## src/rtl/c3f_pkg.sv

```systemverilog
// c3f_pkg: constants, types and register codes for the 3x3 byte filter.
// No dependencies; imported by every module of the block but the checker.
`default_nettype none

package c3f_pkg;

  localparam int MAX_WIDTH      = 1024;
  localparam int MAX_BPP        = 4;
  localparam int COEF_FRAC_BITS = 8;

  localparam int COEF_W   = 12;
  localparam int NUM_TAPS = 9;
  localparam int ROW_CAP  = MAX_WIDTH * MAX_BPP;

  localparam int POS_W     = $clog2(ROW_CAP);
  localparam int LEN_W     = $clog2(ROW_CAP + 1);
  localparam int LA_W      = LEN_W + 1;
  localparam int WID_W     = $clog2(MAX_WIDTH + 1);
  localparam int BPP_W     = $clog2(MAX_BPP + 1);
  localparam int WIN_N     = 3 * MAX_BPP + 1;
  localparam int WIN_IDX_W = $clog2(WIN_N);
  localparam int REC_N     = 2 * MAX_BPP;
  localparam int REC_IDX_W = $clog2(REC_N);
  localparam int MEM_DEPTH = 3 * (2 ** POS_W);
  localparam int MEM_AW    = POS_W + 2;

  localparam int PROD_W = COEF_W + 9;
  localparam int SUM_W  = PROD_W + 4;

  localparam int QDEPTH  = 4;
  localparam int Q_PTR_W = $clog2(QDEPTH);
  localparam int Q_CNT_W = $clog2(QDEPTH + 1);

  localparam int BYTE_MAX = 255;

  // configuration port
  localparam int CFG_AW    = 6;
  localparam int CFG_DW    = 64;
  localparam int REG_IDX_W = 3;
  localparam logic [REG_IDX_W-1:0] REG_KERN_A = 3'd0;
  localparam logic [REG_IDX_W-1:0] REG_KERN_B = 3'd1;
  localparam logic [REG_IDX_W-1:0] REG_WIDTH  = 3'd2;
  localparam logic [REG_IDX_W-1:0] REG_BPP    = 3'd3;
  localparam logic [REG_IDX_W-1:0] REG_MODE   = 3'd4;

  localparam logic MODE_CLAMP = 1'b0;
  localparam logic MODE_ABS   = 1'b1;

  localparam logic OP_DATA = 1'b0;
  localparam logic OP_PAD  = 1'b1;

  typedef logic [7:0] byte_t;
  typedef logic [NUM_TAPS-1:0][7:0] taps_t;
  typedef logic [NUM_TAPS-1:0][COEF_W-1:0] coef_vec_t;

  typedef struct packed {
    taps_t taps;
    logic  last;
  } job_t;

  typedef struct packed {
    logic [1:0] cnt;
    job_t       first;
    job_t       second;
  } push_t;

  typedef struct packed {
    logic [BPP_W-1:0] stride;
    logic [LEN_W-1:0] len;
  } geo_t;

endpackage

`default_nettype wire

```

## src/rtl/c3f_back.sv

```systemverilog
// c3f_back: kernel datapath - products, partial sums, rounding and limiting,
// output register. Depends on c3f_pkg.
`default_nettype none

module c3f_back (
  input  wire logic               clk,
  input  wire logic               rst_n,
  input  wire logic               head_valid,
  input  wire c3f_pkg::job_t      head,
  output logic                    take,
  input  wire c3f_pkg::coef_vec_t coefs,
  input  wire logic               mode,
  output logic                    out_valid,
  input  wire logic               out_ready,
  output logic [7:0]              out_byte,
  output logic                    out_last
);
  import c3f_pkg::*;

  logic                     s1_v_r, s1_last_r;
  logic signed [PROD_W-1:0] s1_prod_r [NUM_TAPS];
  logic                     s2_v_r, s2_last_r;
  logic signed [SUM_W-1:0]  s2_sum_r [3];
  logic                     out_v_r, out_last_r;
  byte_t                    out_byte_r;

  logic                     out_free, s2_free, s1_free;
  logic signed [SUM_W-1:0]  total;
  logic [SUM_W-1:0]         mag, shv;
  logic                     neg;
  byte_t                    res;

  assign out_free  = !out_v_r || out_ready;
  assign s2_free   = !s2_v_r || out_free;
  assign s1_free   = !s1_v_r || s2_free;
  assign take      = s1_free;
  assign out_valid = out_v_r;
  assign out_byte  = out_byte_r;
  assign out_last  = out_last_r;

  // exact sum, magnitude truncated toward zero
  always_comb begin
    total = s2_sum_r[0] + s2_sum_r[1] + s2_sum_r[2];
    neg   = total[SUM_W-1];
    mag   = neg ? SUM_W'(-total) : SUM_W'(total);
    shv   = mag >> COEF_FRAC_BITS;
    if (neg && mode == MODE_CLAMP)      res = 8'd0;
    else if (shv > SUM_W'(BYTE_MAX))    res = 8'(BYTE_MAX);
    else                                res = shv[7:0];
  end

  always_ff @(posedge clk) begin
    if (!rst_n) begin
      s1_v_r  <= 1'b0;
      s2_v_r  <= 1'b0;
      out_v_r <= 1'b0;
    end else begin
      if (s1_free)  s1_v_r  <= head_valid;
      if (s2_free)  s2_v_r  <= s1_v_r;
      if (out_free) out_v_r <= s2_v_r;
    end
  end

  always_ff @(posedge clk) begin
    if (s1_free && head_valid) begin
      for (int i = 0; i < NUM_TAPS; i++)
        s1_prod_r[i] <= $signed(coefs[i]) * $signed({1'b0, head.taps[i]});
      s1_last_r <= head.last;
    end
    if (s2_free && s1_v_r) begin
      for (int g = 0; g < 3; g++)
        s2_sum_r[g] <= SUM_W'(s1_prod_r[3*g]) + SUM_W'(s1_prod_r[3*g+1])
                     + SUM_W'(s1_prod_r[3*g+2]);
      s2_last_r <= s1_last_r;
    end
    if (out_free && s2_v_r) begin
      out_byte_r <= res;
      out_last_r <= s2_last_r;
    end
  end

endmodule

`default_nettype wire

```

## config.mk

```make
export PLATFORM = sky130hd
export DESIGN_NAME = c3f_back
export DESIGN_NICKNAME = d
export VERILOG_FILES = /design/src/rtl/c3f_pkg.sv /design/src/rtl/c3f_back.sv
export SDC_FILE = /design/constraint.sdc
export NUM_CORES = 2
export LEC_CHECK = 0
export BUFFER_PORTS_ARGS = -buffer_cell sky130_fd_sc_hd__buf_2
export CAP_MARGIN = 10
export CORE_AREA = 2 2 557 282
export DETAILED_ROUTE_END_ITERATION = 8
export DIE_AREA = 0 0 559 284
export RECOVER_POWER = 25
export SYNTH_ARGS = -nofsm -noshare
export SYNTH_HDL_FRONTEND = slang
export SYNTH_SLANG_ARGS = --single-unit
export TNS_END_PERCENT = 5
```

## constraint.sdc

```tcl
create_clock -name clk -period 20 [get_ports clk]
set_clock_uncertainty 0.05 [all_clocks]
set_input_delay 1 -clock clk [delete_from_list [all_inputs] [get_ports clk]]
set_output_delay 1 -clock clk [all_outputs]
set_load 0.05 [all_outputs]
```

After elaboration in Yosys (flattened, before gate mapping)
Memory sizes are Yosys's and may differ from the RTL's. Index checks and enable logic that the tools add are counted.

Register bits after elaboration: 14. RAM bits: 264. Bits of input ports: 186. Output and inout bits: 11. Word-level logic and storage cells: 45. Memories kept: 2.

Memory list: s1_prod_r (words 9, width 21, rd ports 9, clocked after memory_dff 0, write ports 9, line c3f_back.sv:21) `logic signed [PROD_W-1:0] s1_prod_r [NUM_TAPS];`; s2_sum_r (words 3, width 25, rd ports 3, clocked after memory_dff 0, write ports 3, line c3f_back.sv:23) `logic signed [SUM_W-1:0] s2_sum_r [3];`.

Add/sub/neg operators: 9. Multiply operators: 9. Order comparisons: 1. Mux-type cells: 6. Bitwise operators: 1. Reductions and logical operators: 10.

Operators with widths (count): $mul A12 B9 Y21 (9); $add A22 B21 Y23 (3); $add A21 B21 Y22 (3); $add A25 B25 Y25 (2); $mux W25 (1); $neg A25 Y25 (1); $gt A17 B8 Y1 const B (1); $mux W8 (1); $logic_and A1 B1 Y1 (4); $mux W1 (4); $logic_not A1 Y1 (3); $logic_or A1 B1 Y1 (3); $not A1 Y1 (1).

Depth between registers and ports, before layout
Depth after elaboration: 7. Depth in mapped cells: 24. Mapped depth without buffers: 23.

Worst setup path after synthesis
Ideal clock, no wire load.

Kind: flip-flop to flip-flop. From: register s1_v_r. To: register s1_last_r (enable). Library setup time: 854 ps. Arrival: 10558 ps. Required time: 19096 ps. Path slack: 8538 ps. Stages on the path, launching flop included: 2. Buffers on the path: 0. Period minus slack after synthesis: 11462 ps. Path through: dfxtp_1 a31oi_1.

Cells in the longest elaborated chain, start to end: 3.

RTL lines: start, declared (line c3f_back.sv:20) `logic s1_v_r, s1_last_r;`; start signal, assigned (line c3f_back.sv:58) `if (s1_free) s1_v_r <= head_valid;`; $logic_not A1 Y1 (line c3f_back.sv:35) `assign s1_free = !s1_v_r || s2_free;`; $logic_or A1 B1 Y1 (line c3f_back.sv:35); $logic_and A1 B1 Y1 (line c3f_back.sv:65) `if (s1_free && head_valid) begin`; end signal, assigned (line c3f_back.sv:68) `s1_last_r <= head.last;`; end, declared (line c3f_back.sv:20).

No other way between the ends. A chain may end at the register's enable or synchronous reset.

==> metrics.yaml <==
outcome:
  status: "complete, but fails checks"
  violations: "max-capacitance violations, max-slew violations"
die:
  die_h_microns: 284
  start_util_pct: 29.9
  rows: 102
  die-area_sq_um: 159000
  boundaryPins: 197
  core_area_sq_um: 154000
  fp.dieW_microns: 559
critical_path:
  cp.required_ps: 20160
  path_delay_family: "buffers and inverters"
  cp-end-kind: "flip-flop"
  path_class: "input pin to flip-flop"
  path_max_fanout: 130
  crit_arrival_ps: 8280
  slowest_delay_ps: 5470
  worst-path-buf-inv: 3
  cp_slowest_cell: "clkbuf_1"
  startpoint_type: "input pin"
  cp_cell_sequence: "buf_2 > nor2b_1 > a31oi_4 > clkbuf_1 > buf_4"
hold_path:
  holdCritPathClass: "flip-flop to flip-flop"
clocking:
  postCtsSetupBuffers: 0
  ctsHoldBuffers: 0
  cts_tree: "done"
  clk_latency_ps: 610
  clkTransAtPathRegs_ps: 60
  clock_sinks: 272
  cts_max_level: 1
  cts_buffers: 30
  clock_path_buffers: 3
  cts_resized: 0
  cts_root_buffer: "clkbuf_16"
run:
  cap_violations: 2
sta:
  final_hold_viol_count: 0
  drv_slew: 201
  grt_setup_unrepaired: "false"
  worst_pin_slew_ps: 7960
  fin_crit_ps: 8120
  max_freq_ghz: 0.123
  setup_tns_ps: 0
  setup_violations: 0
  relSlewSlack_pct: -431
  min_period_over_period_pct: 40.6
logic_synthesis:
  seq_area_frac_synth_pct: 17.7
  netlist_instances: 4726
  synth_edf_count: 269
  synth_nets: 6168
  syn-cell-area_sq_um: 46000
  ys_warn_count: 0
  synth_cell_types: 76
  syn-mean-instance-area_sq_um: 9.74
  synth.ff_latch_count: 272
  async_flop_share_pct: 0
  synth_ff_type: "edfxtp_1"
global_routing:
  grt_pass1_vias: 31800
  antenna_found_initial: 9
  globalRouteTotalUtil_pct: 14.8
  grt_pass1_wl_microns: 186000
  grt_overflow: 0
  grt_max_degree: 131
final_layout:
  n_fill_cell: 15800
  final_core_utilization_pct: 32.7
  layout_commonest_cell: "inv_1"
  final_cell_mix: "inv_1 (1,110), fa_1 (792), and2_1 (541)"
  drive_gt1_share_pct: 5.36
  area_delta_synth_final_pct: 9.34
  nets: 6309
place:
  dpl.hpwl_microns: 98600
  io_buffers: 196
  place_congestion: 0.888
route:
  viasPerCell: 4.50
  wl_per_cell_microns: 16.5
  drt-initial-drc-count: 2276
  drc: 0
  num_vias: 31400
  wl_microns: 115000
  ant_nets: 0
  dr.pass1.iters: 7
==> final timing paths <==
path	to	cells after the start	slack, ps	start
max	s1_prod_r[0][188]$_DFFE_PP_	5	11880	out_ready
min	out_last$_DFFE_PP_	0	370	s2_last_r$_DFFE_PP_
max reg2reg	s1_prod_r[0][188]$_DFFE_PP_	4	11940	out_valid$_SDFFE_PN0P_
min reg2reg	out_last$_DFFE_PP_	0	370	s2_last_r$_DFFE_PP_
==> synthesized netlist by cell type, types with 21 or more instances <==
master / number / area (sq um)
a21boi_0: 46 / 345
a21o_1: 39 / 293
a21oi_1: 137 / 686
and2_1: 551 / 3450
clkbuf_1: 82 / 308
edfxtp_1: 269 / 8080
fa_1: 792 / 15900
ha_1: 464 / 5810
inv_1: 1110 / 4170
nand2_1: 415 / 1560
nand3_1: 43 / 215
nor2_1: 142 / 533
nor2b_1: 31 / 194
nor3_1: 37 / 185
o21a_1: 21 / 158
o21ai_0: 117 / 586
xnor2_1: 165 / 1450
xor2_1: 38 / 333
==> flip-flops by register name, indices dropped and copies added, names as in the netlist <==
register / cells
s1_prod_r: 189
out_last: 1
s1_v_r: 1
s2_last_r: 1
s2_v_r: 1
out_byte: 8
s2_sum_r: 69
s1_last_r: 1
out_valid: 1
==> layer usage <==
| layer | track usage [%] | up-vias | wire length, microns | share of wire [%] |
|---|---|---|---|---|
| met4 | 1.36 | 10 | 935 | 0.81 |
| li1 | - | 14900 | - | - |
| met1 | 25.3 | 15700 | 63600 | 55 |
| met2 | 18.8 | 758 | 42300 | 37 |
| met5 | 0 | - | 53 | 0.046 |
| met3 | 3.05 | 59 | 7970 | 6.9 |
==> worst register-to-register path, cell delays in order (launching register included) <==
cell      delay, ps
dfxtp_1         310
nor2b_1         210
a31oi_4         200
clkbuf_1       5470
buf_4          1360
==> kinds of logic (layout without fill, tap and decap cells) <==
kind of cell	Yosys count	after routing	synth area share [%]
AO/OA/AOI/OAI	479	479	6.70
XOR/XNOR	203	203	3.86
adder cells (fa/ha/maj)	1256	1256	47.1
buffers and inverters	1200	1363	9.82
flip-flops	272	272	17.7
multiplexers	6	6	0.144
other	0	4	0
AND/OR/NAND/NOR	1310	1310	14.7
==> metrics by stage <==
stage	instances	instance area (sq um)	hold slack [ps]	setup WS (ps)
2_1_floorplan	4726	46000	350	8540
3_3_place_gp	6915	49300	355	13670
3_5_place_dp	6915	49300	357	13660
4_1_cts	6969	50400	371	14300
5_1_grt	6973	50300	372	11160
6_report	6973	50300	369	11880
==> area by class of cell <==
| cell class | count | area (sq um) | share of cell area [%] |
|---|---|---|---|
| Antenna cell | 4 | 10.0 | 0.0199 |
| Clock buffer | 34 | 787 | 1.56 |
| Clock inverter | 20 | 253 | 0.502 |
| Inverter | 1110 | 4170 | 8.28 |
| Multi-Input combinational cell | 3254 | 33400 | 66.3 |
| Sequential cell | 272 | 8140 | 16.2 |
| Tap cell | 2080 | 2600 | 5.17 |
| Timing Repair Buffer | 199 | 985 | 1.96 |
Power is left out: the tool's default activity adds up to more than one toggle a clock period on the data nets, which glitch-free logic cannot reach.
