`config.mk`:
```
export PLATFORM = sky130hd
export DESIGN_NAME = c3f_cfg
export DESIGN_NICKNAME = d
export VERILOG_FILES = /design/src/rtl/c3f_pkg.sv /design/src/rtl/c3f_cfg.sv
export SDC_FILE = /design/constraint.sdc
export NUM_CORES = 1
export LEC_CHECK = 0
export BUFFER_PORTS_ARGS = -buffer_cell sky130_fd_sc_hd__buf_2
export CAP_MARGIN = 20
export CORE_UTILIZATION = 35
export CTS_BUF_LIST = sky130_fd_sc_hd__clkbuf_8
export DETAILED_ROUTE_END_ITERATION = 7
export PLACE_DENSITY = 0.58
export SLEW_MARGIN = 20
export SYNTH_ARGS = -nofsm -noshare
export SYNTH_HDL_FRONTEND = slang
export SYNTH_SLANG_ARGS = --single-unit
```
`constraint.sdc`:
```
create_clock -name clk -period 9 [get_ports clk]
set_input_delay 1.35 -clock clk [delete_from_list [all_inputs] [get_ports clk]]
set_output_delay 1.35 -clock clk [all_outputs]
set_load 0.03 [all_outputs]
```
`src/rtl/c3f_pkg.sv`:
```
// c3f_pkg: constants, types and register codes for the 3x3 byte filter.
// No dependencies; imported by every module of the block but the checker.
`default_nettype none

package c3f_pkg;

  localparam int MAX_WIDTH      = 1024;
  localparam int MAX_BPP        = 4;
  localparam int COEF_FRAC_BITS = 8;

  localparam int COEF_W   = 12;
  localparam int NUM_TAPS = 9;
  localparam int ROW_CAP  = MAX_WIDTH * MAX_BPP;

  localparam int POS_W     = $clog2(ROW_CAP);
  localparam int LEN_W     = $clog2(ROW_CAP + 1);
  localparam int LA_W      = LEN_W + 1;
  localparam int WID_W     = $clog2(MAX_WIDTH + 1);
  localparam int BPP_W     = $clog2(MAX_BPP + 1);
  localparam int WIN_N     = 3 * MAX_BPP + 1;
  localparam int WIN_IDX_W = $clog2(WIN_N);
  localparam int REC_N     = 2 * MAX_BPP;
  localparam int REC_IDX_W = $clog2(REC_N);
  localparam int MEM_DEPTH = 3 * (2 ** POS_W);
  localparam int MEM_AW    = POS_W + 2;

  localparam int PROD_W = COEF_W + 9;
  localparam int SUM_W  = PROD_W + 4;

  localparam int QDEPTH  = 4;
  localparam int Q_PTR_W = $clog2(QDEPTH);
  localparam int Q_CNT_W = $clog2(QDEPTH + 1);

  localparam int BYTE_MAX = 255;

  // configuration port
  localparam int CFG_AW    = 6;
  localparam int CFG_DW    = 64;
  localparam int REG_IDX_W = 3;
  localparam logic [REG_IDX_W-1:0] REG_KERN_A = 3'd0;
  localparam logic [REG_IDX_W-1:0] REG_KERN_B = 3'd1;
  localparam logic [REG_IDX_W-1:0] REG_WIDTH  = 3'd2;
  localparam logic [REG_IDX_W-1:0] REG_BPP    = 3'd3;
  localparam logic [REG_IDX_W-1:0] REG_MODE   = 3'd4;

  localparam logic MODE_CLAMP = 1'b0;
  localparam logic MODE_ABS   = 1'b1;

  localparam logic OP_DATA = 1'b0;
  localparam logic OP_PAD  = 1'b1;

  typedef logic [7:0] byte_t;
  typedef logic [NUM_TAPS-1:0][7:0] taps_t;
  typedef logic [NUM_TAPS-1:0][COEF_W-1:0] coef_vec_t;

  typedef struct packed {
    taps_t taps;
    logic  last;
  } job_t;

  typedef struct packed {
    logic [1:0] cnt;
    job_t       first;
    job_t       second;
  } push_t;

  typedef struct packed {
    logic [BPP_W-1:0] stride;
    logic [LEN_W-1:0] len;
  } geo_t;

endpackage

`default_nettype wire

```
`src/rtl/c3f_cfg.sv`:
```
// c3f_cfg: APB register file, weight unpacking and row geometry clamping.
// Depends on c3f_pkg.
`default_nettype none

module c3f_cfg (
  input  wire logic                      clk,
  input  wire logic                      rst_n,
  input  wire logic                      psel,
  input  wire logic                      penable,
  input  wire logic                      pwrite,
  input  wire logic [c3f_pkg::CFG_AW-1:0] paddr,
  input  wire logic [c3f_pkg::CFG_DW-1:0] pwdata,
  output logic      [c3f_pkg::CFG_DW-1:0] prdata,
  output logic                           pready,
  output c3f_pkg::coef_vec_t             coefs,
  output c3f_pkg::geo_t                  geo,
  output logic                           mode,
  output logic                           cfg_wr
);
  import c3f_pkg::*;

  logic [59:0]          kern_a_r;
  logic [47:0]          kern_b_r;
  logic [10:0]          width_r;
  logic [2:0]           bpp_r;
  logic                 mode_r;
  logic [REG_IDX_W-1:0] idx;
  logic [WID_W-1:0]     w;
  logic [BPP_W-1:0]     b;

  assign idx    = paddr[CFG_AW-1:3];
  assign cfg_wr = psel && penable && pwrite;
  assign pready = 1'b1;
  assign mode   = mode_r;

  always_ff @(posedge clk) begin
    if (!rst_n) begin
      kern_a_r <= '0;
      kern_b_r <= '0;
      width_r  <= 11'd3;
      bpp_r    <= 3'd3;
      mode_r   <= MODE_CLAMP;
    end else if (cfg_wr) begin
      unique case (idx)
        REG_KERN_A: kern_a_r <= pwdata[59:0];
        REG_KERN_B: kern_b_r <= pwdata[47:0];
        REG_WIDTH:  width_r  <= pwdata[10:0];
        REG_BPP:    bpp_r    <= pwdata[2:0];
        REG_MODE:   mode_r   <= pwdata[0];
        default: ;
      endcase
    end
  end

  always_comb begin
    unique case (idx)
      REG_KERN_A: prdata = {4'd0, kern_a_r};
      REG_KERN_B: prdata = {16'd0, kern_b_r};
      REG_WIDTH:  prdata = {53'd0, width_r};
      REG_BPP:    prdata = {61'd0, bpp_r};
      REG_MODE:   prdata = {63'd0, mode_r};
      default:    prdata = '0;
    endcase
  end

  always_comb begin
    for (int i = 0; i < NUM_TAPS; i++) begin
      if (i < 5) coefs[i] = kern_a_r[COEF_W*i +: COEF_W];
      else       coefs[i] = kern_b_r[COEF_W*(i-5) +: COEF_W];
    end
  end

  // geometry used clamped to its legal range
  always_comb begin
    if (32'(width_r) < 3)              w = WID_W'(3);
    else if (32'(width_r) > MAX_WIDTH) w = WID_W'(MAX_WIDTH);
    else                               w = WID_W'(width_r);
    if (32'(bpp_r) < 3)                b = BPP_W'(3);
    else if (32'(bpp_r) > MAX_BPP)     b = BPP_W'(MAX_BPP);
    else                               b = BPP_W'(bpp_r);
    geo.stride = b;
    geo.len    = LEN_W'(w) * LEN_W'(b);
  end

endmodule

`default_nettype wire

```
## Word level (Yosys, flattened, before mapping)

Index checks and enable logic that the tools add are counted.

| word-level totals | value |
|---|---|
| flip-flop bits (word level) | 123 |
| word-level logic and storage cells | 27 |
| output and inout bits | 191 |

| cells by class | value |
|---|---|
| order comparisons | 4 |
| reduce and logical (&&, ||, !) cells | 8 |
| multipliers | 1 |
| equal/unequal tests | 4 |
| muxes and demuxes | 5 |

Operator list:

| operator | number |
|---|---|
| case mux 60 bit (5 select lines) | 1 |
| two-way mux 11 bit | 2 |
| multiplier 11 x 3 -> 13 bit | 1 |
| > comparator 11 bit, second input constant | 1 |
| less-than comparator 11 x 2 -> 1 bit, second input constant | 1 |
| AND reduction 2 bit | 5 |
| == test 3 x 2 -> 1 bit, second input constant | 2 |
| two-way mux 3 bit | 2 |
| == test 3 x 1 -> 1 bit, second input constant | 1 |
| == test 3 bit, second input constant | 1 |
| > comparator 3 bit, second input constant | 1 |
| zero test 3 bit | 1 |
| less-than comparator 3 x 2 -> 1 bit, second input constant | 1 |
| logical AND 1 bit | 2 |

## Logic depth before layout (Yosys ltp)

| logic depth | value |
|---|---|
| depth after elaboration | 4 |
| gate-level depth with buffers | 15 |
| gate-level depth less buffers | 14 |

## Worst setup path after synthesis

No wires, ideal clock.

| timing path | value |
|---|---|
| path kind | reg2out |
| start | register width_r[6] |
| end | output port geo[12] (netlist bit) |
| arrival time | 3.845 ns |
| required time | 7.650 ns |
| path slack | 3.805 ns |
| cell stages (with the launch flop) | 14 |
| buffers on the path | 1 |
| cells stage by stage | dfxtp_1 > or4_4 > o41a_4 > nor2_8 > buf_8 > nand2_1 > fa_1 > inv_1 > ha_1 > nor2b_1 > o21a_1 > a31o_2 > o221a_2 > xnor2_1 |

RTL lines:

| what | RTL line | source |
|---|---|---|
| start, declared | c3f_cfg.sv:24 | `logic [10:0] width_r;` |
| start signal, assigned | c3f_cfg.sv:47 | `REG_WIDTH: width_r <= pwdata[10:0];` |
| end, declared | c3f_cfg.sv:16 | `output c3f_pkg::geo_t geo,` |

==> impl_metrics.yaml <==
sta:
  maxSlewHeadroom_pct: 27.6
  finalSetupTns_ns: 0
  hold_viol_final: 0
  max_freq_mhz: 175
  rsz0062_at_grt: "false"
  drv_slew: 0
  finalSetupViolCount: 0
  worst_pin_slew_ns: 1.09
  fin_crit_sh_pct: 63.4
  fin_worst_skew_ns: 0
  fin_crit_ns: 5.70
synth:
  synth-async-reset-ratio_pct: 0
  synth_xor_area_share_pct: 1.39
  yosys.area_share.simple_pct: 22.0
  synth_top_family_by_area: "simple AND/OR/NAND/NOR gates"
  synth_compound_area_share_pct: 21.0
  synthAdderAreaFrac_pct: 5.55
  synth_common_cells: "246 x nand2_1, 123 x dfxtp_1, 102 x a21boi_0, 37 x a22o_1, 35 x clkbuf_1"
  yosys_warnings: 0
  muxShareOfSynthArea_pct: 4.68
  yosys-top-cells-area: "dfxtp_1 39%, nand2_1 15%, a21boi_0 12%"
  ys_types: 45
  ys.flop_type: "dfxtp_1"
  synth_top_area_share_pct: 39.0
  yosysSeqAreaShare_pct: 39.0
  synth_top_area_cell: "dfxtp_1"
  synthCells: 770
  syn_avg_cell_area_um2: 8.19
  synth_edf_count: 0
  yosysMostFrequentCell: "nand2_1"
  ys_ff_latch: 123
  synth_area_um2: 6310
setup_path:
  crit_start: "width_r[6]"
  crit_slowest_cell: "or4_4"
  cp-end-kind: "output port"
  r2r-start: "bpp_r[2]"
  crit_arrival_ns: 4.35
  crit_chain: "or4_4 > o41a_4 > nor2_4 > nand2_1 > fa_1 > inv_1 > ha_1 > nor2b_1 > o21a_1 > a31o_2 > o41ai_1 > xnor2_1 > buf_2"
  worstSetupPathType: "reg -> out"
  crit_fanout: 8
  cp.required_ns: 7.65
  worst_path_largest_cell_delay_ns: 0.58
  reg2reg_slack_ns: 8.05
  cp-start-kind: "register"
routing:
  wl_per_cell_um: 15.2
  vias: 5880
  vias_per_cell: 4.80
  first_iter_violations: 208
  ant_nets: 0
  wirelength_mm: 18.6
  drc: 0
  drt_first_pass_iters: 5
hold_path:
  worstHoldPathType: "reg -> reg"
  min_from: "kern_b_r[22]"
pwr:
  vdd_ir_drop_max_uv: 81.8
  seq_power_share_pct: 48.2
  p_per_area_nw_per_um2: 142
  p_sw_mw: 0.279
  power_frac_clock_pct: 44.1
  p_sw_share_pct: 24.4
  internal-power_mw: 0.865
  leakage_nw: 3.75
  power.share.combinational_pct: 7.6
flow_run:
  maxCapViolCount: 0
clock_network:
  numClockSinks: 123
  cts_tree: "built"
  root_buffer: "clkbuf_8"
  cts_max_level: 4
  clock_latency_ns: 0.44
  clkTransAtPathRegs_ns: 0.07
  cts_inserted_buffers: 17
  cts_resized: 0
  ctsHoldBuffers: 0
  clock_tree.buffer_depth: 2
  post_cts_buffers: 0
outcome:
  status: "complete, no violations"
layout:
  final_core_util_pct: 46.2
  nFillCells: 1824
  fin_nets: 1086
  layout-drive-gt1-share_pct: 30.5
  final_area_um2: 8070
  area_growth_pct: 27.9
  fin_cells: 1226
  diodes: 0
die:
  core-area_um2: 17500
  ios: 266
  dieWidth_um: 136
  row_count: 48
  initial_core_util_pct: 36.1
  die_area_um2: 18600
  die_h_um: 136
global_route:
  grt_pass1_wl_mm: 28.1
  grtUsageTotal_pct: 19.9
  grt_pass1_vias: 5224
  grt-ovfl-total: 0
  grt_max_degree: 124
  antenna_found_initial: 0
placed_design:
  dpl_cell_area_um2: 7630
  numPortBuffers: 253
  gp_congestion: 0.764
  hpwl_mm: 12.7
  dp_cells: 1194
==> critical path: cells and delay by family, from the launching register on <==
family	cells	cell delay [ns]
compound gates	4	1.26
simple gates	4	1.01
fa+ha+maj	2	0.88
flops	1	0.36
buf+inv	2	0.25
xor+xnor	1	0.15
==> final timing paths <==
path                                endpoint  depth (start not counted)
worst min-delay path            kern_b_r[22]                          2
worst min register to register  kern_b_r[22]                          2
worst max-delay path                 geo[10]                         13
worst max register to register      bpp_r[2]                          2
==> power by group through the flow <==
stage	registers (mW)	clock network [mW]	logic [mW]
3_5_place_dp	0.564	0	0.0873
2_1_floorplan	0.570	0	0.0479
4_1_cts	0.552	0.519	0.0875
5_1_grt	0.552	0.547	0.0945
6_report	0.552	0.505	0.0872
3_3_place_gp	0.564	0	0.0870
==> stage by stage <==
| step | power [mW] | hold slack, ns | setup slack [ns] |
|---|---|---|---|
| floorplan | 0.618 | 0.436 | 3.80 |
| global placement | 0.651 | 0.457 | 3.79 |
| detailed placement | 0.652 | 0.469 | 3.77 |
| CTS | 1.16 | 0.478 | 3.26 |
| global route | 1.19 | 0.495 | 3.05 |
| finish | 1.14 | 0.475 | 3.30 |
==> cells by family after synthesis <==
logic type               count (synthesis)
AND/OR/NAND/NOR                        324
AO/OA/AOI/OAI                          174
flip-flops                             123
buffers and inverters                   88
multiplexers                            27
adder cells (fa/ha/maj)                 22
XOR/XNOR                                10
other                                    2
==> area by class of cell <==
| type | instances | area [um^2] | area share [%] |
|---|---|---|---|
| Clock inverter | 12 | 149 | 1.84 |
| Tap cell | 225 | 282 | 3.49 |
| Inverter | 25 | 93.8 | 1.16 |
| Sequential cell | 123 | 2460 | 30.5 |
| Multi-Input combinational cell | 562 | 3490 | 43.2 |
| Clock buffer | 19 | 262 | 3.24 |
| Timing Repair Buffer | 260 | 1340 | 16.6 |
==> state kept, by name, summed over array words and instances (netlist names) <==
signal	flops
kern_a_r	60
kern_b_r	48
width_r	11
bpp_r	3
mode	1
==> routing by layer <==
metal | up-vias | routed length, um | global-route usage, %
li1 | 2959 | - | -
met1 | 2719 | 8320 | 25.2
met2 | 194 | 8970 | 33.4
met3 | 8 | 1170 | 4.96
met4 | 0 | 109 | 5.06
met5 | - | 0 | 0
==> layout by cell type, fill, tap and decap left out, drive strengths merged, types with 10 or more instances in the layout <==
cell,instances
fa,10
inv,26
ha,12
a21oi,13
and2,17
clkbuf,19
mux2i,25
nand2,246
a22o,37
buf,260
a21boi,108
nor2,24
dfxtp,123
nor2b,15
Power figures use the tool's default switching activity.
