===== src/rtl/c3f_pkg.sv =====
// c3f_pkg: constants, types and register codes for the 3x3 byte filter.
// No dependencies; imported by every module of the block but the checker.
`default_nettype none

package c3f_pkg;

  localparam int MAX_WIDTH      = 1024;
  localparam int MAX_BPP        = 4;
  localparam int COEF_FRAC_BITS = 8;

  localparam int COEF_W   = 12;
  localparam int NUM_TAPS = 9;
  localparam int ROW_CAP  = MAX_WIDTH * MAX_BPP;

  localparam int POS_W     = $clog2(ROW_CAP);
  localparam int LEN_W     = $clog2(ROW_CAP + 1);
  localparam int LA_W      = LEN_W + 1;
  localparam int WID_W     = $clog2(MAX_WIDTH + 1);
  localparam int BPP_W     = $clog2(MAX_BPP + 1);
  localparam int WIN_N     = 3 * MAX_BPP + 1;
  localparam int WIN_IDX_W = $clog2(WIN_N);
  localparam int REC_N     = 2 * MAX_BPP;
  localparam int REC_IDX_W = $clog2(REC_N);
  localparam int MEM_DEPTH = 3 * (2 ** POS_W);
  localparam int MEM_AW    = POS_W + 2;

  localparam int PROD_W = COEF_W + 9;
  localparam int SUM_W  = PROD_W + 4;

  localparam int QDEPTH  = 4;
  localparam int Q_PTR_W = $clog2(QDEPTH);
  localparam int Q_CNT_W = $clog2(QDEPTH + 1);

  localparam int BYTE_MAX = 255;

  // configuration port
  localparam int CFG_AW    = 6;
  localparam int CFG_DW    = 64;
  localparam int REG_IDX_W = 3;
  localparam logic [REG_IDX_W-1:0] REG_KERN_A = 3'd0;
  localparam logic [REG_IDX_W-1:0] REG_KERN_B = 3'd1;
  localparam logic [REG_IDX_W-1:0] REG_WIDTH  = 3'd2;
  localparam logic [REG_IDX_W-1:0] REG_BPP    = 3'd3;
  localparam logic [REG_IDX_W-1:0] REG_MODE   = 3'd4;

  localparam logic MODE_CLAMP = 1'b0;
  localparam logic MODE_ABS   = 1'b1;

  localparam logic OP_DATA = 1'b0;
  localparam logic OP_PAD  = 1'b1;

  typedef logic [7:0] byte_t;
  typedef logic [NUM_TAPS-1:0][7:0] taps_t;
  typedef logic [NUM_TAPS-1:0][COEF_W-1:0] coef_vec_t;

  typedef struct packed {
    taps_t taps;
    logic  last;
  } job_t;

  typedef struct packed {
    logic [1:0] cnt;
    job_t       first;
    job_t       second;
  } push_t;

  typedef struct packed {
    logic [BPP_W-1:0] stride;
    logic [LEN_W-1:0] len;
  } geo_t;

endpackage

`default_nettype wire


===== src/rtl/c3f_queue.sv =====
// c3f_queue: short job queue between front and kernel datapath.
// Depends on c3f_pkg. Takes up to two jobs per cycle, hands out one when the datapath takes it.
`default_nettype none

module c3f_queue (
  input  wire logic           clk,
  input  wire logic           rst_n,
  input  wire c3f_pkg::push_t push,
  output logic                room,
  output logic                head_valid,
  output c3f_pkg::job_t       head,
  input  wire logic           take
);
  import c3f_pkg::*;

  job_t               q_r [QDEPTH];
  logic [Q_PTR_W-1:0] wr_ptr_r, rd_ptr_r;
  logic [Q_CNT_W-1:0] cnt_r;
  logic               pop;

  assign head_valid = (cnt_r != '0);
  assign head       = q_r[rd_ptr_r];
  assign pop        = head_valid && take;
  assign room       = cnt_r <= Q_CNT_W'(QDEPTH - 2);

  always_ff @(posedge clk) begin
    if (push.cnt != 2'd0) q_r[wr_ptr_r] <= push.first;
    if (push.cnt == 2'd2) q_r[wr_ptr_r + Q_PTR_W'(1)] <= push.second;
  end

  always_ff @(posedge clk) begin
    if (!rst_n) begin
      wr_ptr_r <= '0;
      rd_ptr_r <= '0;
      cnt_r    <= '0;
    end else begin
      wr_ptr_r <= wr_ptr_r + Q_PTR_W'(push.cnt);
      if (pop) rd_ptr_r <= rd_ptr_r + Q_PTR_W'(1);
      cnt_r <= cnt_r + Q_CNT_W'(push.cnt) - Q_CNT_W'(pop);
    end
  end

endmodule

`default_nettype wire


===== config.mk =====
export PLATFORM = sky130hd
export DESIGN_NAME = c3f_queue
export DESIGN_NICKNAME = d
export VERILOG_FILES = /design/src/rtl/c3f_pkg.sv /design/src/rtl/c3f_queue.sv
export SDC_FILE = /design/constraint.sdc
export NUM_CORES = 1
export LEC_CHECK = 0
export ABC_AREA = 1
export BUFFER_PORTS_ARGS = -buffer_cell sky130_fd_sc_hd__buf_2
export CORE_ASPECT_RATIO = 2
export CORE_MARGIN = 2
export CORE_UTILIZATION = 52
export DETAILED_ROUTE_END_ITERATION = 16
export MAX_ROUTING_LAYER = met4
export PLACE_DENSITY = 0.77
export SYNTH_ARGS = -nofsm -noshare
export SYNTH_HDL_FRONTEND = slang
export SYNTH_SLANG_ARGS = --single-unit

===== constraint.sdc =====
create_clock -name clk -period 6.5 [get_ports clk]
set_clock_uncertainty 0.1 [all_clocks]
set_input_delay 0.65 -clock clk [delete_from_list [all_inputs] [get_ports clk]]
set_output_delay 0.65 -clock clk [all_outputs]
set_load 0.1 [all_outputs]

### Word-level counts from Yosys, hierarchy flattened

Memories as Yosys holds them, arrays and structs flattened. A register that Yosys moved wholly into a read port is not among the register bits.
Cells that the tools add are included.

* output and inout bits: 75
* flip-flop bits (word level): 7
* logic and storage cells: 20
* input bits: 151
* memories: 1
* RAM bits: 292

Memories
* q_r: depth 4, width 73, read ports 1, clocked after memory_dff 1, wr ports 2, RTL line c3f_queue.sv:16 `job_t q_r [QDEPTH];`

* multiplexer cells: 6
* reductions and logical operators: 3
* add/sub/neg operators: 5
* equal/unequal tests: 1
* order comparisons: 1

Operators by type and width (number)
* 2-bit by 1-bit adder with 2-bit output, second input constant: 2
* 1-bit two-way mux: 4
* 2-bit two-way mux: 2
* 3-bit by 2-bit adder with 3-bit output: 1
* 3-bit by 2-bit less-or-equal comparator with 1-bit output, second input constant: 1
* 3-bit nonzero test: 1
* 3-bit by 1-bit subtractor with 3-bit output: 1
* 2-bit adder: 1
* 2-bit equality test, second input constant: 1
* 2-bit nonzero test: 1
* 1-bit logical AND: 1

### Logic depth before layout (Yosys ltp)

Gate-level depths: netlist (run 1).

* word-level depth: 4
* gate-level depth with buffers: 10
* gate-level depth less buffers: 10

### Worst setup path before layout (run 1)

Ideal clock, no wire load.

* path kind: input-to-reg
* start: input push[146] in the netlist's numbering
* end: memory q_r[3][0] in the netlist's numbering (enable)
* stages: 2
* arrival: 6.072 ns
* required time: 5.788 ns
* buffers on the path: 0
* setup time: 0.612 ns
* slack: -0.284 ns
* cells stage by stage: nor2_1 > o31ai_1

RTL lines
* start: declaration: RTL line c3f_queue.sv:8 `input wire c3f_pkg::push_t push,`
* end: declaration: RTL line c3f_queue.sv:16

==> results of run 1 <==
worst max-delay path, cell delays in order (launching register included):
cell	delay, ns
dfxtp_2	0.31
buf_4	0.39
inv_2	0.64
buf_4	0.53
o21ai_0	0.17
o22ai_1	0.31
buf_2	0.50
power breakdown:
part / total, mW / leakage (nW) / internal [mW] / switching [mW]
registers: 2.44 / 2.82 / 2.36 / 0.0824
clock network: 1.48 / 0.385 / 0.798 / 0.685
logic: 2.74 / 3.69 / 0.428 / 2.31
area by class of cell:
cell class | instances | area share
flip-flops and latches | 301 | 0.538
multi-input cells | 999 | 0.294
repair buffers | 237 | 0.0730
clock buffers | 33 | 0.0419
well taps | 356 | 0.0268
inverters | 89 | 0.0202
clock inverters | 12 | 0.00503
diodes | 9 | 0.00135
layout by cell type (no fill, tap or decap), types with 6 or more instances in the layout:
| master | n |
|---|---|
| buf_2 | 225 |
| buf_4 | 12 |
| clkbuf_1 | 6 |
| clkbuf_16 | 27 |
| clkinv_1 | 6 |
| dfxtp_1 | 7 |
| diode_2 | 9 |
| edfxtp_1 | 292 |
| inv_1 | 85 |
| nand2_1 | 308 |
| nor2_1 | 154 |
| o21ai_0 | 239 |
| o21ai_1 | 133 |
| o21ai_2 | 66 |
| o22ai_1 | 73 |
worst paths after layout:
kind | depth (start not counted) | endpoint | startpoint
setup reg to reg | 6 | q_r[3][45]$_DFFE_PP_ | wr_ptr_r[1]$_SDFF_PN0_
setup / recovery | 6 | head[21] | flop
hold reg to reg | 2 | rd_ptr_r[0]$_SDFFE_PN0P_ | rd_ptr_r[0]$_SDFFE_PN0P_
hold / removal | 3 | cnt_r[0]$_SDFF_PN0_ | rst_n
metrics by stage:
stage / cells / setup slack (ns)
floorplan: 1500 / 2.01
global placement: 1982 / 2.91
detailed placement: 1982 / 2.84
CTS: 2027 / 2.27
global route: 2036 / 2.14
finish: 2036 / 2.28
sequential cells by signal, summed over array words and instances (netlist names), named ones only:
name      flops
q_r         292
cnt_r         3
rd_ptr_r      2
wr_ptr_r      2
synthesized netlist by cell type (all sizes together):
| library cell | count |
|---|---|
| a21boi | 1 |
| a21oi | 5 |
| buf | 77 |
| clkbuf | 34 |
| clkinv | 1 |
| dfxtp | 9 |
| edfxtp | 292 |
| fa | 1 |
| ha | 4 |
| inv | 88 |
| nand2 | 314 |
| nand3 | 4 |
| nor2 | 157 |
| o21ai | 438 |
| o22ai | 73 |
| o31ai | 1 |
| or2 | 1 |
cell families after synthesis:
family	synth area share
buffers and inverters	0.0757
adder cells (fa/ha/maj)	0.00470
flip-flops	0.601
AND/OR/NAND/NOR	0.122
AO/OA/AOI/OAI	0.197
per-layer routing:
layer | share of wire | vias to the layer above | global-route usage
met5 | 0 | - | -
met1 | 0.36 | 5578 | 0.290
met3 | 0.068 | 85 | 0.0337
met4 | 0.040 | 0 | 0.120
li1 | - | 5562 | -
met2 | 0.53 | 485 | 0.444
==> run metrics, run 1 <==
status finished, final reports clean; number of global-route vias before repair around 12000; wire length per cell roughly 19 um; total number of vias between 10000 and 15000; element type at the critical path end primary output; final setup fails 0; row cnt 87; Total GRT Usage 0.257; P&R area growth vs syn 11.7%; post_cts resized 0; gp weighted congestion ~0.85; initial core utilization 0.529; die height around 240 um; pin count of the biggest net entering global routing about 150; Final Power 6.66 mW; Final period util 0.650; Seq cells post-synth 301; YS warnings 0; Die Wd 124 um; Syn Nets 1656; Post-DP HPWL ~22 mm; area of the mapped netlist 14900 um^2; number of fillers in the final layout around 2400; Final Slew Violations 0; htree depth 1; latest clock arrival within the worst-skew pair 0.54 ns; Final Instance Area approximately 17000 um^2; Seq/Total Area, Yosys 0.601; Die Area roughly 30000 um^2; fraction of layout cells with a size suffix above 1 0.212; hold_ws 0.286 ns; final-report hold violation count 0; Max clock buf depth 3; total CTS buffers 26; IO Pins between 200 and 250; first-pass GRT wire length 58.0 mm; Initial DRT Pass Iterations 6; Reg area between 8000 and 9000 um^2; worst-margin pin slew 1.07 ns; clock transition at the registers of the reported paths approximately 0.070 ns; Data required, critical path 5.75 ns; Final Util 0.591; Synth Instances 1500; min Tclk post-route approximately 4.2 ns; area of placed instances about 16000 um^2; Multi-input gate area between 4000 and 5000 um^2; critical path arrival about 3.5 ns; peak supply drop 0.284 mV; CTS tree built; # hold bufs at CTS 0; setup bufs post-CTS 0; via/cell ratio about 5.8; Final nets ~1800; pwr dens between 400 and 500 nW/um^2; final WL 37.8 mm; ANT nets after route 0; CTS Root Cell clkbuf_16; Crit Path Category flop to primary output; initial antenna violation count 9; total grt overflow 0; core area ~28000 um^2; Clock Sinks around 300; Reg2Reg Setup Slack roughly 3.2 ns; highest net fanout along the worst path 74; worst relative slew slack 0.285; HP Class primary input to flop; PortBufs between 200 and 250; Max Clock Freq 237 MHz; post-synth top area share 0.588; detailed-route DRC error count 0; cell accounting for the most synthesized area edfxtp_1; CP startpoint kind flop; Post-Route Setup TNS 0 ns; synth top area cells edfxtp_1 59%, o21ai_0 8.0%, nand2_1 7.9%; Leakage 6.89 nW; number of max-cap violations 0; Mean Syn Cell Area about 10 um^2; Distinct cells, synth 27; DRT iter0 DRCs 1171; RSZ-0062 raised after global routing no
(Power assumes the default switching activity.)
==> inputs of run 2 (changes only) <==
- CORE_UTILIZATION: 52 -> 58
- PLACE_DENSITY: 0.77 -> 0.81
- clock period: 6.5 -> 4.4 ns (I/O delays scaled with it)
==> run 2 against run 1 <==
Sequential share of layout area decreased by 0.25 points. Largest cell class unchanged. Setup slack got worse by 1.6 ns. Sequential power increased by 47%. Die area decreased by 10%.
==> run metrics, run 2 (synthesis gave the netlist of run 1 again) <==
status finished, final reports clean; Reg with most FFs q_r; Final nets 1812; element type at the critical path end primary output; total CTS buffers 26; via/cell ratio between 5 and 6; Final Slew Violations 0; Final Power roughly 9.9 mW; Crit Path Category flop to primary output; gp weighted congestion between 0.7 and 0.8; wire length per cell about 18 um; hold path startpoint rst_n; ANT nets after route 0; most frequent cells in the layout 308 x nand2_1, 292 x edfxtp_1, 239 x o21ai_0; Reg2Reg Setup Slack 1.59 ns; Die Area approximately 27000 um^2; detailed-route DRC error count 0; setup bufs post-CTS 0; Total GRT Usage 0.281; RSZ-0062 raised after global routing no; Top Registers q_r x292, cnt_r x3; commonest non-fill, non-tap cell in the layout nand2_1; worst relative slew slack 0.208; IO Pins about 230; worst-margin pin slew roughly 1.2 ns; core area 25400 um^2; min Tclk post-route 3.74 ns; max reg flops around 290; CTS tree built; peak supply drop 0.510 mV; PortBufs around 230; htree depth 1; clock transition at the registers of the reported paths roughly 0.070 ns; Initial DRT Pass Iterations 6; pwr dens between 500 and 600 nW/um^2; P&R area growth vs syn 12.3%; reg2reg start wr_ptr_r[0]$_SDFF_PN0_; Post-Route Setup TNS 0 ns; critical path arrival roughly 3.2 ns; initial core utilization 0.586; pin count of the biggest net entering global routing about 110; number of global-route vias before repair 11900; final setup fails 0; die height around 230 um; FF-to-FF End q_r[2][66]$_DFFE_PP_; Die Wd 117 um; total number of vias between 10000 and 15000; number of max-cap violations 0; CTS Root Cell clkbuf_16; first-pass GRT wire length between 50 and 60 mm; Post-DP HPWL approximately 21 mm; row cnt slightly above 80; Worst setup endpoint head[7]; final WL approximately 37 mm; Data required, critical path 3.86 ns; Leakage roughly 6.9 nW; HP Class primary input to flop; Final period util 0.850; final-report hold violation count 0; Worst Reg2Reg Path Length in Cells 5; fraction of layout cells with a size suffix above 1 0.217; total grt overflow 0; Clock Sinks about 300; # hold bufs at CTS 0; DRT iter0 DRCs around 1200; highest net fanout along the worst path ~100; post_cts resized 0; Max Clock Freq around 270 MHz; CP startpoint kind flop; initial antenna violation count 3; Max clock buf depth 3; latest clock arrival within the worst-skew pair ~0.54 ns
==> run 2: changes by cell type in the layout (fill, tap and decap cells not counted), sizes merged <==
cell / change
buf: +2
clkinv: +3
diode: -3
clkbuf: -2
bufinv: +1
inv: -1
==> run 2: worst min path at each step <==
stage	to	slack [ns]	cells past startpoint
6_report	cnt_r[1]$_SDFF_PN0_	0.09	3
5_1_grt	wr_ptr_r[0]$_SDFF_PN0_	0.1	3
4_1_cts	cnt_r[1]$_SDFF_PN0_	0.08	3
3_5_place_dp	flop	0.40	2
3_3_place_gp	rd_ptr_r[0]$_SDFFE_PN0P_	0.37	2
2_1_floorplan	flop	0.35	2
==> run 2: report_power, final <==
part	leakage [nW]	internal, mW	switching (mW)
combinational	3.71	0.650	3.43
sequential	2.82	3.48	0.109
clock	0.412	1.24	1.01
==> run 2: per-layer routing <==
metal  wire length, um  part of all wire  track usage  vias up
met5                 0                 0            -        -
met4               757             0.020        0.104        0
met2             18800              0.51        0.470      576
met3              3110             0.084       0.0435       63
met1             14500              0.39        0.348     5612
li1                  -                 -            -     5577
==> run 2: cell type report <==
cell class / instances / area (um^2)
clock buffer: 31 / 691
antenna: 6 / 15.0
tap: 340 / 425
fill: 1965 / 8720
multi-input combinational: 999 / 4890
timing repair buffer: 239 / 1280
clock inverter: 15 / 130
inverter: 89 / 337
sequential: 301 / 8950
==> run 2: metrics by stage <==
stage	setup WS (ns)	area, um^2	util	cells	hold WS (ns)
5_1_grt	0.521	16700	0.657	2017	0.0984
3_3_place_gp	1.35	15900	0.625	1968	0.366
3_5_place_dp	1.27	15900	0.625	1968	0.397
2_1_floorplan	0.0854	14900	-	1500	0.348
6_report	0.661	16700	0.657	2020	0.0855
4_1_cts	0.708	16700	0.657	2014	0.0758
==> run 2: worst max-delay path, stage by stage, from the launching register on <==
cell and delay [ns]:
dfxtp_4 0.64, buf_4 0.86, o21ai_0 0.28, o22ai_1 0.27, buf_2 0.48
==> inputs of run 3 (changes only) <==
- clock period: 4.4 -> 3.5 ns (I/O delays scaled with it)
==> run 3 against run 2 <==
Utilization is 1.0 points higher. Sequential share of layout area shrank 0.81 points. Non-clock buffer count increased by 9. Via count up 1.6%. Combinational power is 27% higher. Routed wire length increased by 1.2%. Register-to-register slack lost 0.41 ns. Critical endpoint is now head[10]. First-iteration DRC count up 1.4%. Cell count is 0.40% higher. Global-route usage decreased by 0.11 points. Clock power is 40% higher. Power rose by 29%.
==> run metrics, run 3 (synthesis gave the netlist of run 1 again) <==
Post-Route Setup TNS 0 ns; Place WS around 0.93 ns; Hold Crit Depth 3; CTS tree built; initial core utilization 0.586; fraction of layout cells with a size suffix above 1 0.221; Cells after DPL just under 2000; total grt overflow 0; final-report hold violation count 0; Final Slew Violations 0; DRT iter0 DRCs about 1200; RSZ-0062 raised after global routing no; FF-to-FF End q_r[3][51]$_DFFE_PP_; critical path arrival around 2.7 ns; number of fillers in the final layout between 1500 and 2000; clock transition at the registers of the reported paths 0.07 ns; worst-margin pin slew 0.747 ns; final setup fails 0; worst relative slew slack 0.502; Final nets ~1800; hold path startpoint push[80]; core area roughly 25000 um^2; Post-DP HPWL around 22 mm; htree depth 1; IO Pins around 230; Worst Reg2Reg Path Length in Cells 5; latest clock arrival within the worst-skew pair around 0.54 ns; critical path's largest stage delay 0.82 ns; Clock power frac 0.245; initial antenna violation count 3; Top Registers q_r x292, cnt_r x3; CTS Root Cell clkbuf_16; Leakage 7.06 nW; min Tclk post-route between 3 and 4 ns; Logic pwr share 0.405; element type at the critical path end primary output; Die Wd 117 um; Reg with most FFs q_r; ANT nets after route 0; total CTS buffers 26; number of global-route vias before repair approximately 12000; register share of total power 0.350; Data required, critical path ~3.1 ns; row cnt 83; Worst path slowest cell dfxtp_2; Final WS setup ~0.35 ns; number of max-cap violations 0; Finished Layout Cells approximately 2000; status finished, final reports clean; pin count of the biggest net entering global routing 147; Reg area between 8000 and 9000 um^2; pwr dens between 700 and 800 nW/um^2; Max clock buf depth 3; setup bufs post-CTS 0; Final Power ~13 mW; wire length per cell 18.6 um; P_sw between 5 and 6 mW; max reg flops 292; Total GRT Usage 0.280; P&R area growth vs syn 14.0%; Switching Fraction 0.449; first-pass GRT wire length a little under 60 mm; Initial DRT Pass Iterations 6; PortBufs about 230; most frequent cells in the layout 308 x nand2_1, 292 x edfxtp_1, 239 x o21ai_0; highest net fanout along the worst path 34; critical-path cell list buf_4 > o21ai_0 > o22ai_1 > buf_2; final WL between 30 and 40 mm; peak supply drop around 0.76 mV; Die Area roughly 27000 um^2; CP startpoint kind flop; Int Pwr between 7 and 8 mW; reg2reg start wr_ptr_r[1]$_SDFF_PN0_; Max Clock Freq around 320 MHz; HP Class primary input to flop; Crit Path Category flop to primary output; total number of vias about 12000; detailed-route DRC error count 0; commonest non-fill, non-tap cell in the layout nand2_1; Final period util 0.901; Clock Sinks ~300; via/cell ratio around 5.9; Reg2Reg Setup Slack ~1.2 ns; Multi-input gate area about 4900 um^2; die height between 200 and 250 um; gp weighted congestion about 0.80; hold path endpoint q_r[2][7]$_DFFE_PP_
-- run 3: changes by cell type in the layout (fill, tap and decap cells not counted), sizes merged --
cell and change:
buf +8, bufinv +3, clkbuf +3, clkinv -5, clkinvlp +1, diode -3, dlygate4sd3 +1
-- run 3: worst max-delay path by stage --
stage	start	end	slack, ns	cells after the start
final	flop	head[10]	0.35	4
after global placement	flop	head[12]	0.94	4
after detailed placement	flop	head[10]	0.93	4
after global routing	flop	head[10]	0.24	4
after floorplan	wr_ptr_r[0]$_SDFF_PN0_	q_r[2][0]$_DFFE_PP_	0.53	5
after CTS	flop	head[10]	0.35	4
-- run 3: per-stage QoR --
stage	instance area, um^2	utilization	hold slack (ns)
2_1_floorplan	14900	-	0.343
3_3_place_gp	16000	0.630	0.364
3_5_place_dp	16000	0.630	0.407
4_1_cts	17000	0.667	0.00760
5_1_grt	17000	0.667	0.0314
6_report	17000	0.667	0.0245
-- run 3: area by class of cell --
type,count,area share
clock buffer,34,0.0431
tap,340,0.0250
inverter,89,0.0198
timing repair buffer,248,0.0847
clock inverter,14,0.0115
antenna,3,0.000442
multi-input combinational,999,0.288
sequential,301,0.527
-- run 3: worst max-delay path: cells and delay by family (launching register included) --
family / cells / cell delay (ns)
DFF: 1 / 0.82
buffers and inverters: 2 / 0.91
AOI/OAI and AO/OA: 2 / 0.44
-- run 3: power by group through the flow --
stage	registers, mW	clock network, mW	logic (mW)
finish	4.49	3.15	5.20
global route	4.52	3.28	5.46
CTS	4.49	3.16	5.21
detailed placement	4.56	0	5.19
global placement	4.55	0	5.12
floorplan	4.53	0	4.21
-- run 3: repair_timing --
item | in CTS | in global routing
hold endpoints to repair | 5 | 0
hold buffers | 1 | 0
gates resized for setup | 0 | 0
-- run 3: layer usage --
metal  part of all wire  wire length [um]  track usage
met1               0.38             14300        0.340
met5                  0                 0            -
met3              0.088              3330       0.0437
met2               0.51             19100        0.476
met4              0.026               996        0.104
